**config.mk**
```make
export PLATFORM = sky130hd
export DESIGN_NAME = encoder_speed_averager
export DESIGN_NICKNAME = d
export VERILOG_FILES = /design/src/rtl/core/esa_pkg.sv /design/src/rtl/core/esa_extend.sv /design/src/rtl/core/esa_scale.sv /design/src/rtl/core/esa_average.sv /design/src/rtl/core/encoder_speed_averager.sv
export VERILOG_INCLUDE_DIRS = /design/src /design/src/rtl/core
export SDC_FILE = /design/constraint.sdc
export NUM_CORES = 2
export LEC_CHECK = 0
export ABC_CLOCK_PERIOD_IN_PS = 12900
export BUFFER_PORTS_ARGS = -buffer_cell sky130_fd_sc_hd__buf_2
export CAP_MARGIN = 10
export CORE_MARGIN = 1
export CORE_UTILIZATION = 50
export DETAILED_ROUTE_END_ITERATION = 7
export HOLD_SLACK_MARGIN = 0.03
export PLACE_DENSITY_LB_ADDON = 0.1
export SLEW_MARGIN = 40
export SYNTH_ARGS = -nofsm -noshare
export SYNTH_HDL_FRONTEND = slang
export SYNTH_SLANG_ARGS = --single-unit
```
**constraint.sdc**
```tcl
create_clock -name clk -period 12.9 [get_ports clk]
set_input_delay 2.58 -clock clk [delete_from_list [all_inputs] [get_ports clk]]
set_output_delay 2.58 -clock clk [all_outputs]
set_load 0.03 [all_outputs]
```
**src/rtl/core/encoder_speed_averager_macros.svh**
```systemverilog
// assertion macros used by the encoder speed averager top level
`ifndef ENCODER_SPEED_AVERAGER_MACROS_SVH
`define ENCODER_SPEED_AVERAGER_MACROS_SVH

// same-cycle implication, clocked on clk, quiet during reset
`define ESA_ASSERT_NOW(lbl, ante, cons) \
	lbl: assert property (@(posedge clk) disable iff (!arst_n) (ante) |-> (cons)) \
		else $error("esa check failed");

// next-cycle implication, clocked on clk, quiet during reset
`define ESA_ASSERT_NEXT(lbl, ante, cons) \
	lbl: assert property (@(posedge clk) disable iff (!arst_n) (ante) |=> (cons)) \
		else $error("esa check failed");

`endif

```
**src/rtl/core/esa_pkg.sv**
```systemverilog
// shared types and constants of the encoder speed averager
package esa_pkg;

	localparam int HISTORY_DEPTH = 8;
	localparam int HIST_AW = $clog2(HISTORY_DEPTH);
	localparam int SUM_W = 32 + HIST_AW;

	localparam int CFG_DATA_W = 24;
	localparam int CFG_IDX_W = 2;

	localparam logic [CFG_IDX_W-1:0] CFG_RELOAD = 2'd0;
	localparam logic [CFG_IDX_W-1:0] CFG_THRESH = 2'd1;
	localparam logic [CFG_IDX_W-1:0] CFG_SCALE = 2'd2;

	localparam logic [16:0] RELOAD_RST = 17'd20000;
	localparam logic [15:0] THRESH_RST = 16'd19000;
	localparam logic [23:0] SCALE_RST = 24'd65536;

	typedef struct packed {
		logic [15:0] counter_value;
		logic counting_down;
	} esa_in_t;

	typedef struct packed {
		logic signed [31:0] filtered_speed;
		logic signed [31:0] raw_speed;
		logic signed [31:0] total_count;
		logic direction;
	} esa_out_t;

	typedef struct packed {
		logic [16:0] reload_value;
		logic [15:0] wrap_threshold;
		logic [23:0] speed_scale;
	} esa_cfg_t;

	// pipeline control from the top level
	typedef struct packed {
		logic accept;
		logic adv;
		logic recalc;
		logic v_s3;
	} esa_ctl_t;

	typedef struct packed {
		logic signed [32:0] delta;
		logic [31:0] total;
		logic dir;
	} esa_s1_t;

	typedef struct packed {
		logic [39:0] prod_lo;
		logic signed [41:0] prod_hi;
		logic [31:0] total;
		logic dir;
	} esa_s2_t;

	typedef struct packed {
		logic signed [31:0] speed;
		logic [31:0] total;
		logic dir;
	} esa_s3_t;

endpackage

```
**src/rtl/core/esa_extend.sv**
```systemverilog
// wrap tracking, extended total and position delta
module esa_extend import esa_pkg::*; (
	input  logic     clk,
	input  logic     arst_n,
	input  esa_ctl_t ctl,
	input  esa_cfg_t cfg,
	input  esa_in_t  in_item,
	output esa_s1_t  s1
);

	logic [31:0] base_q;
	logic [15:0] wrap_q;
	logic [31:0] prev_q;
	esa_s1_t s1_q;

	logic [31:0] t0, t_up, t_dn, total_sel;
	logic [31:0] rl_x, wrap_adj, step_up, step_dn;
	logic signed [33:0] prev_x, cur_x, thr_x, d_raw;
	logic signed [33:0] base_prod;
	logic fwd, bwd;
	logic signed [32:0] delta;

	always_comb begin
		t0 = {16'd0, in_item.counter_value} + base_q;
		rl_x = {15'd0, cfg.reload_value};
		// crossing the signed limit of the wrap count takes 65536 reloads off the base step
		wrap_adj = {cfg.reload_value[15:0], 16'd0};
		step_up = (wrap_q == 16'h7FFF) ? rl_x - wrap_adj : rl_x;
		step_dn = (wrap_q == 16'h8000) ? rl_x - wrap_adj : rl_x;
		t_up = t0 + step_up;
		t_dn = t0 - step_dn;
		prev_x = {{2{prev_q[31]}}, prev_q};
		cur_x = {{2{t0[31]}}, t0};
		thr_x = {18'd0, cfg.wrap_threshold};
		d_raw = cur_x - prev_x;
		// forward wrap wins over backward
		fwd = (prev_x - cur_x) > thr_x;
		bwd = d_raw > thr_x;
		if (fwd) begin
			total_sel = t_up;
		end else if (bwd) begin
			total_sel = t_dn;
		end else begin
			total_sel = t0;
		end
		delta = $signed({total_sel[31], total_sel}) - $signed({prev_q[31], prev_q});
		base_prod = $signed(wrap_q) * $signed({1'b0, cfg.reload_value});
	end

	always_ff @(posedge clk or negedge arst_n) begin
		if (!arst_n) begin
			base_q <= '0;
			wrap_q <= '0;
			prev_q <= '0;
		end else if (ctl.recalc) begin
			base_q <= base_prod[31:0];
		end else if (ctl.accept) begin
			prev_q <= total_sel;
			if (fwd) begin
				wrap_q <= wrap_q + 16'd1;
				base_q <= base_q + step_up;
			end else if (bwd) begin
				wrap_q <= wrap_q - 16'd1;
				base_q <= base_q - step_dn;
			end
		end
	end

	always_ff @(posedge clk) begin
		if (ctl.adv) begin
			s1_q.delta <= delta;
			s1_q.total <= total_sel;
			s1_q.dir <= in_item.counting_down;
		end
	end

	assign s1 = s1_q;

endmodule

```
**src/rtl/core/esa_scale.sv**
```systemverilog
// split multiply of delta by the scale factor, q8 shift and saturation
module esa_scale import esa_pkg::*; (
	input  logic     clk,
	input  esa_ctl_t ctl,
	input  esa_cfg_t cfg,
	input  esa_s1_t  s1,
	output esa_s3_t  s3
);

	esa_s2_t s2_q;
	esa_s3_t s3_q;
	logic signed [57:0] prod;
	logic signed [31:0] speed;

	always_ff @(posedge clk) begin
		if (ctl.adv) begin
			s2_q.prod_lo <= s1.delta[15:0] * cfg.speed_scale;
			s2_q.prod_hi <= $signed(s1.delta[32:16]) * $signed({1'b0, cfg.speed_scale});
			s2_q.total <= s1.total;
			s2_q.dir <= s1.dir;
		end
	end

	always_comb begin
		prod = $signed({s2_q.prod_hi, 16'd0}) + $signed({18'd0, s2_q.prod_lo});
		// floor by 256 is the arithmetic shift, then clamp to 32 bits
		if (prod[57:39] != {19{prod[57]}}) begin
			speed = prod[57] ? 32'sh8000_0000 : 32'sh7fff_ffff;
		end else begin
			speed = prod[39:8];
		end
	end

	always_ff @(posedge clk) begin
		if (ctl.adv) begin
			s3_q.speed <= speed;
			s3_q.total <= s2_q.total;
			s3_q.dir <= s2_q.dir;
		end
	end

	assign s3 = s3_q;

endmodule

```
**src/rtl/core/esa_average.sv**
```systemverilog
// running-sum moving average and result register
module esa_average import esa_pkg::*; (
	input  logic     clk,
	input  logic     arst_n,
	input  esa_ctl_t ctl,
	input  esa_s3_t  s3,
	output esa_out_t out_item
);

	logic signed [31:0] hist_q [HISTORY_DEPTH];
	logic [HIST_AW-1:0] ptr_q;
	logic signed [SUM_W-1:0] sum_q;
	logic signed [SUM_W-1:0] sum_n;
	esa_out_t out_q;
	logic upd;

	assign upd = ctl.adv && ctl.v_s3;

	always_comb begin
		sum_n = sum_q - SUM_W'(hist_q[ptr_q]) + SUM_W'(s3.speed);
	end

	always_ff @(posedge clk or negedge arst_n) begin
		if (!arst_n) begin
			for (int i = 0; i < HISTORY_DEPTH; i++) begin
				hist_q[i] <= '0;
			end
			ptr_q <= '0;
			sum_q <= '0;
		end else if (upd) begin
			hist_q[ptr_q] <= s3.speed;
			sum_q <= sum_n;
			if (ptr_q == HIST_AW'(HISTORY_DEPTH - 1)) begin
				ptr_q <= '0;
			end else begin
				ptr_q <= ptr_q + 1'b1;
			end
		end
	end

	always_ff @(posedge clk) begin
		if (upd) begin
			out_q.filtered_speed <= sum_n[HIST_AW +: 32];
			out_q.raw_speed <= s3.speed;
			out_q.total_count <= s3.total;
			out_q.direction <= s3.dir;
		end
	end

	assign out_item = out_q;

endmodule

```
**src/rtl/core/encoder_speed_averager.sv**
```systemverilog
// top level of the encoder speed averager
//
// channel   direction  handshake              payload
// in        input      in_valid / in_ready    esa_in_t  (counter, direction)
// out       output     out_valid / out_ready  esa_out_t (speeds, total, direction)
// cfg       input      cfg_valid / cfg_ready  cfg_index, cfg_data
//
// one item per clock when the result side keeps up; an accepted item reaches out_valid
// through four registers (wrap, multiply, saturate, average)
// the wrap tracking loop (compare, add, base update) sets the one-item-per-clock rate
// a write of reload_value holds in_ready low for one cycle while the wrap base
// wrap_count * reload_value is recomputed on its own multiplier
// reset clears the control and tracking state and the eight history entries at once: no clearing pass
// a stalled result freezes the whole pipeline; cfg_ready is always high
`include "encoder_speed_averager_macros.svh"

module encoder_speed_averager import esa_pkg::*; (
	input  logic                  clk,
	input  logic                  arst_n,
	input  logic                  in_valid,
	output logic                  in_ready,
	input  esa_in_t               in_item,
	output logic                  out_valid,
	input  logic                  out_ready,
	output esa_out_t              out_item,
	input  logic                  cfg_valid,
	output logic                  cfg_ready,
	input  logic [CFG_IDX_W-1:0]  cfg_index,
	input  logic [CFG_DATA_W-1:0] cfg_data
);

	// configuration registers
	esa_cfg_t cfg_q;
	// base product needs refreshing after a reload write
	logic recalc_q;
	// stage valid bits
	logic v_s1, v_s2, v_s3, out_valid_q;

	logic adv;
	logic accept;
	logic cfg_wr;
	esa_ctl_t ctl;
	esa_s1_t s1;
	esa_s3_t s3;

	assign cfg_ready = 1'b1;
	assign cfg_wr = cfg_valid && cfg_ready;

	// the pipeline moves unless a finished item waits at the output
	assign adv = !out_valid_q || out_ready;
	assign in_ready = adv && !recalc_q;
	assign accept = in_valid && in_ready;
	assign out_valid = out_valid_q;

	assign ctl.accept = accept;
	assign ctl.adv = adv;
	assign ctl.recalc = recalc_q;
	assign ctl.v_s3 = v_s3;

	always_ff @(posedge clk or negedge arst_n) begin
		if (!arst_n) begin
			cfg_q.reload_value <= RELOAD_RST;
			cfg_q.wrap_threshold <= THRESH_RST;
			cfg_q.speed_scale <= SCALE_RST;
			recalc_q <= 1'b0;
		end else begin
			recalc_q <= 1'b0;
			if (cfg_wr) begin
				case (cfg_index)
					CFG_RELOAD: begin
						cfg_q.reload_value <= cfg_data[16:0];
						recalc_q <= 1'b1;
					end
					CFG_THRESH: begin
						cfg_q.wrap_threshold <= cfg_data[15:0];
					end
					CFG_SCALE: begin
						cfg_q.speed_scale <= cfg_data[23:0];
					end
					default: begin
						// unknown index, write dropped
					end
				endcase
			end
		end
	end

	always_ff @(posedge clk or negedge arst_n) begin
		if (!arst_n) begin
			v_s1 <= 1'b0;
			v_s2 <= 1'b0;
			v_s3 <= 1'b0;
			out_valid_q <= 1'b0;
		end else if (adv) begin
			v_s1 <= accept;
			v_s2 <= v_s1;
			v_s3 <= v_s2;
			out_valid_q <= v_s3;
		end
	end

	esa_extend u_extend (
		.clk     (clk),
		.arst_n  (arst_n),
		.ctl     (ctl),
		.cfg     (cfg_q),
		.in_item (in_item),
		.s1      (s1)
	);

	esa_scale u_scale (
		.clk (clk),
		.ctl (ctl),
		.cfg (cfg_q),
		.s1  (s1),
		.s3  (s3)
	);

	esa_average u_average (
		.clk      (clk),
		.arst_n   (arst_n),
		.ctl      (ctl),
		.s3       (s3),
		.out_item (out_item)
	);

	// a reload write blocks the next cycle's input while the base is rebuilt
	`ESA_ASSERT_NEXT(a_reload_blocks, cfg_wr && cfg_index == CFG_RELOAD, !in_ready)
	// a waiting result holds back new items
	`ESA_ASSERT_NOW(a_stall_blocks, out_valid && !out_ready, !in_ready)
	// an accepted item enters the first stage
	`ESA_ASSERT_NEXT(a_accept_s1, accept, v_s1)
	// the last stage lands in the result register when the pipeline moves
	`ESA_ASSERT_NEXT(a_s3_out, v_s3 && adv, out_valid)

endmodule

```
After elaboration in Yosys (flattened, before gate mapping)
Index checks and enable logic that the tools add are counted.
- register bits: 779
- bits of input ports: 48
- output and inout port bits: 100
- logic and storage cells: 103
- $add $sub $neg: 15
- $mul: 3
- order comparisons: 4
- eq/ne operators: 6
- multiplexer cells: 21
- bitwise logic cells: 2
- reduce and logical (&&, ||, !) cells: 17
- operators with widths (cell ; number):
    32-bit two-way mux ; 13
    256-bit bitwise mux ; 1
    32-bit by 32-bit subtractor with 33-bit output ; 3
    32-bit binary-select mux with 3-bit select ; 1
    32-bit demux with 3-bit select ; 1
    34-bit by 17-bit > comparator with 1-bit output ; 2
    32-bit adder ; 2
    32-bit subtractor ; 2
    58-bit by 41-bit adder with 58-bit output ; 1
    17-bit by 25-bit multiplier with 42-bit output ; 1
    16-bit by 24-bit multiplier with 40-bit output ; 1
    35-bit by 32-bit adder with 35-bit output ; 1
    35-bit by 32-bit subtractor with 35-bit output ; 1
    16-bit by 32-bit adder with 32-bit output ; 1
    16-bit by 18-bit multiplier with 32-bit output ; 1
    16-bit two-way mux ; 2
    17-bit by 32-bit subtractor with 32-bit output ; 1
    18-bit != test ; 1
    16-bit by 1-bit adder with 16-bit output, second input constant ; 1
    16-bit by 15-bit equality test with 1-bit output, second input constant ; 1
    16-bit equality test, second input constant ; 1
    16-bit by 1-bit subtractor with 16-bit output, second input constant ; 1
    2-bit AND reduction ; 5
    4-bit greater-or-equal comparator, second input constant ; 1
    16 further kinds ; 22

Depth between registers and ports, before layout
- word-level depth: 7
- mapped depth: 53
- depth with buffers taken out: 50

Hierarchy
Synthesis repeated with hierarchy kept, for this count alone.
- cell total of the unflattened synthesis: 8596
- area total of the unflattened synthesis: 81629.5 um^2
- by module, submodules not included (module ; times used ; cells each ; area an instance (um^2) ; seq. area each (um^2)):
    esa_scale ; 1 ; 3395 ; 32578.7 ; 5165.0
    esa_extend ; 1 ; 3494 ; 28389.7 ; 3983.8
    esa_average ; 1 ; 1567 ; 18281.3 ; 10269.8
    encoder_speed_averager ; 1 ; 140 ; 2379.8 ; 1566.5

Worst setup path before layout
No wires, ideal clock.
- path kind: input to register
- from: input port out_ready
- to: register u_average.out_q, in the netlist u_average.out_item[0], enable pin
- setup time: 0.497 ns
- data arrival time: 11.771 ns
- data required time: 12.403 ns
- setup slack: 0.632 ns
- cell stages on the path: 6
- buffers on the path: 2
- cells stage by stage: nor2b_1 inv_1 nand2_1 inv_2 buf_1 clkbuf_1
- word-level cells in the longest chain between the ends: 2
- ends and longest elaborated chain (element ; RTL line ; text):
    start, declared ; encoder_speed_averager.sv:24 ; input logic out_ready,
    1-bit logical OR ; encoder_speed_averager.sv:50 ; assign adv = !out_valid_q || out_ready;
    1-bit logical AND ; esa_average.sv:17 ; assign upd = ctl.adv && ctl.v_s3;
    via u_average.upd ; esa_average.sv:15 ; logic upd;
    end, declared ; esa_average.sv:14 ; esa_out_t out_q;
The timed path passes the listed nets, and every way through them passes these cells.
A chain may end at the register's enable or synchronous reset.

Worst setup path in the final report
- from: input port in_item[1] (netlist name)
- to: register u_extend.s1_q, in the netlist u_extend.s1[65], data pin
- word-level cells in the longest chain between the ends: 6
- ends and longest elaborated chain (element ; RTL line ; text):
    start, declared ; encoder_speed_averager.sv:22 ; input esa_in_t in_item,
    16-bit by 32-bit adder with 32-bit output (*) ; esa_extend.sv:24 ; t0 = {16'd0, in_item.counter_value} + base_q;
    32-bit by 32-bit subtractor with 33-bit output ; esa_extend.sv:35 ; d_raw = cur_x - prev_x;
    34-bit by 17-bit > comparator with 1-bit output ; esa_extend.sv:38 ; bwd = d_raw > thr_x;
    32-bit two-way mux ; esa_extend.sv:41 ; end else if (bwd) begin
    32-bit two-way mux (*) ; esa_extend.sv:39 ; if (fwd) begin
    32-bit by 32-bit subtractor with 33-bit output (*) ; esa_extend.sv:46 ; delta = $signed({total_sel[31], total_sel}) - $signed({prev_q[31], prev_q});
    via u_extend.delta[32] ; esa_extend.sv:21 ; logic signed [32:0] delta;
    end, declared ; esa_extend.sv:14 ; esa_s1_t s1_q;
The timed path passes the listed nets; every way through them passes the cells marked *.

==> flow_summary_export.csv <==
group,metric,value,unit
layout,finalNetCount,10150,
synthesis,async_flop_share,0.5655,
synthesis,syn_nets,10010,
layout,layout-drive-gt1-share,0.08852,
sta,period_share,0.9427,
floorplan,initial_core_util,0.5036,
grt,globalRouteMet3Util,0.03690,
grt,overflow,0,
setup_path,crit_start,"in_item[1]",
cts,htree_num_levels,3,
placed_design,place_hpwl,179200,um
setup_path,startpoint_type,"input port",
floorplan,die_area,0.1587,mm2
placed_design,post_dp_cell_area,0.08271,mm2
floorplan,core,0.1560,mm2
route,viasPerCell,5.670,
synthesis,synthFlopType,"dfrtp_1",
route,drtIter0Drc,3869,
grt,grt_pass1_wl,369100,um
synthesis,synth_area,0.07858,mm2
sta,max_freq,0.08223,GHz
grt,grt_max_degree,104,
cts,cts_inserted_buffers,89,
synthesis,synth_top_area_share,0.2255,
grt,grt_util_all_layers,0.3056,
floorplan,pin_count,148,
synthesis,yosysTopAreaCell,"fa_1",
route,drc_errors,0,
sta,layout_setup_ws,0.7388,ns
sta,finalMaxSlewViolations,0,
grt,antenna_found_initial,7,
setup_path,critPathMaxStageDelay,0.47,ns
synthesis,synthDistinctLibCells,104,
setup_path,worstPathRequired,13.48,ns
grt,grt_pass1_vias,62420,
grt,gr-usage-met1,0.4025,
layout,fill_cells,14380,
layout,area_delta_synth_final,9.041,%
setup_path,crit_fanout,5,
synthesis,synth_seq_cells,771,
route,drt_first_pass_iters,6,
cts,clk_latency,0.74,ns
sta,finalHoldViolations,0,
floorplan,die_x,398.4,um
sta,setup_viol,0,
grt,met2_usage,0.5107,
worst_hold_path,min_from,"u_scale.s3[28]",
synthesis,yosysMostFrequentCell,"nand2_1",
sta,whs,0.4076,ns
sta,maxSlewHeadroom,0.3959,
cts,cts_hold_buf,0,
sta,finalCriticalPeriod,12.16,ns
placed_design,finalWeightedCongestion,0.9311,
setup_path,critical_path.most_common_cell,"a21oi_1",
synthesis,ys_warn_count,0,
cts,cts_sinks,771,
sta,worst-slew-pin-transition,0.8948,ns
flow_run,max-cap-violations,0,
route,wl,237200,um
layout,antenna_cells,0,
floorplan,die_h,398.4,um
layout,fin_area,0.08568,mm2
outcome,status,"completed",
cts,clock-root-buffer,"clkbuf_16",
cts,cts.path.max_buffers,3,
route,route.vias.total,60540,
sta,rsz0062_at_grt,"false",
synthesis,netlist_top_cells_count,"1259 x nand2_1, 1232 x inv_1, 885 x fa_1",
setup_path,reg2reg_from,"u_extend.base_q[0]",
placed_design,numPortBuffers,146,
synthesis,syn_avg_cell_area,9.343,um2
floorplan,rows,145,
synthesis,synth_edf_count,335,
grt,top_usage_layer,"met2",
placed_design,post-place-ws,-0.004532,ns
route,ant_nets,0,
cts,cts_tree,"yes",
setup_path,cp_slowest_cell,"a2111oi_2",
synthesis,synth.area.top_cells,"fa_1 23%, dfrtp_1 14%, edfxtp_1 13%, ha_1 11%, nand2_1 6.0%",
worst_hold_path,holdCritPathClass,"reg2reg",
cts,clk_pin_slew,0.06,ns
setup_path,end_kind,"register",
setup_path,worstPathArrival,12.74,ns
synthesis,ys_seq_area_frac,0.2671,
synthesis,synthCells,8410,
route,wire_per_inst,22.21,um
sta,tns,0,ns
sta,finClkSkew,0.04828,ns
setup_path,crit_type,"in2reg",
-- routing by layer --
layer / vias up / wire length, um
met1: 30550 / 100500
met4: 6 / 10970
met3: 396 / 12460
met2: 1757 / 113200
li1: 27830 / -
met5: - / 40
-- cell usage in the layout, fill, tap and decap left out, types with 22 or more instances in the layout --
cell type and instances:
nor3_1 114, nor2b_1 40, nand4_1 68, clkbuf_16 90
o21a_1 58, buf_2 145, a21o_1 136, o21bai_1 52
and2_1 379, and3_1 41, edfxtp_1 335, a22oi_1 130
ha_1 669, a31oi_1 40, nor4_1 26, a21oi_1 350
xor2_1 110, inv_1 1231, mux2_2 82, nor2_1 319
o21ai_0 468, a211oi_1 60, xnor2_1 225, dfrtp_1 411
nand3_1 77, nand2b_1 78, or3_1 22, buf_4 267
fa_1 885, nand2_1 1251
-- critical path: cells and delay by family --
kind                     cells  cell delay (ns)
multiplexers                 1             0.17
XOR/XNOR                     2             0.51
adder cells (fa/ha/maj)      6             1.89
buffers and inverters        3             0.34
AO/OA/AOI/OAI               28             6.14
AND/OR/NAND/NOR              9             1.09
-- stage by stage --
step	std cells	utilization
finish	10680	0.5492
floorplan	8410	-
global route	10680	0.5492
detailed placement	10510	0.5301
CTS	10680	0.5489
global placement	10500	0.5291
-- sequential cells by signal (all words and copies together) (netlist names), 3 cells and up --
name                cells
u_scale.s2_q          107
u_extend.prev_q        32
u_average.hist_q      256
u_extend.base_q        32
u_scale.s3             65
u_average.sum_q        35
u_extend.wrap_q        16
u_extend.s1            66
u_average.ptr_q         3
cfg_q                  57
u_average.out_item     97
-- what timing repair did --
| action | 4_1_cts | 5_1_grt |
|---|---|---|
| resized for setup | 0 | 1 |
| setup buffers | 0 | 0 |
| endpoints found under the setup margin | 0 | 2 |
| hold endpoints to repair | 0 | 0 |
-- final cells by class --
cell class	instances	area (um2)	share of cell area
clock buffers	125	2524	0.02945
flip-flops and latches	771	21000	0.2451
repair buffers	426	2952	0.03445
inverters	1234	4647	0.05423
well taps	2058	2575	0.03005
multi-input cells	6022	51570	0.6019
clock inverters	42	415.4	0.004848
-- path summary, 6_finish.rpt --
kind                       slack (ns)                      to  cells past startpoint
max                              0.74         u_extend.s1[65]                     49
max reg2reg                      2.29         u_extend.s1[65]                     48
max in group asynchronous        9.13     u_extend.prev_q[31]                      4
min reg2reg                      0.41  u_average.out_item[28]                      0
min                              0.41  u_average.out_item[28]                      0
min in group asynchronous        1.78     u_average.sum_q[10]                      1
-- cells by family after synthesis --
logic type | count (synthesis) | share of synthesized area
simple gates | 2494 | 0.1469
buf+inv | 1617 | 0.07815
fa+ha+maj | 1554 | 0.3320
compound gates | 1537 | 0.1241
flops | 771 | 0.2671
xor+xnor | 337 | 0.03783
mux | 99 | 0.01398
other cells | 1 | 0.00004772
Power is left out: the tool's default activity adds up to more than one toggle a clock period on the data nets, which glitch-free logic cannot reach.
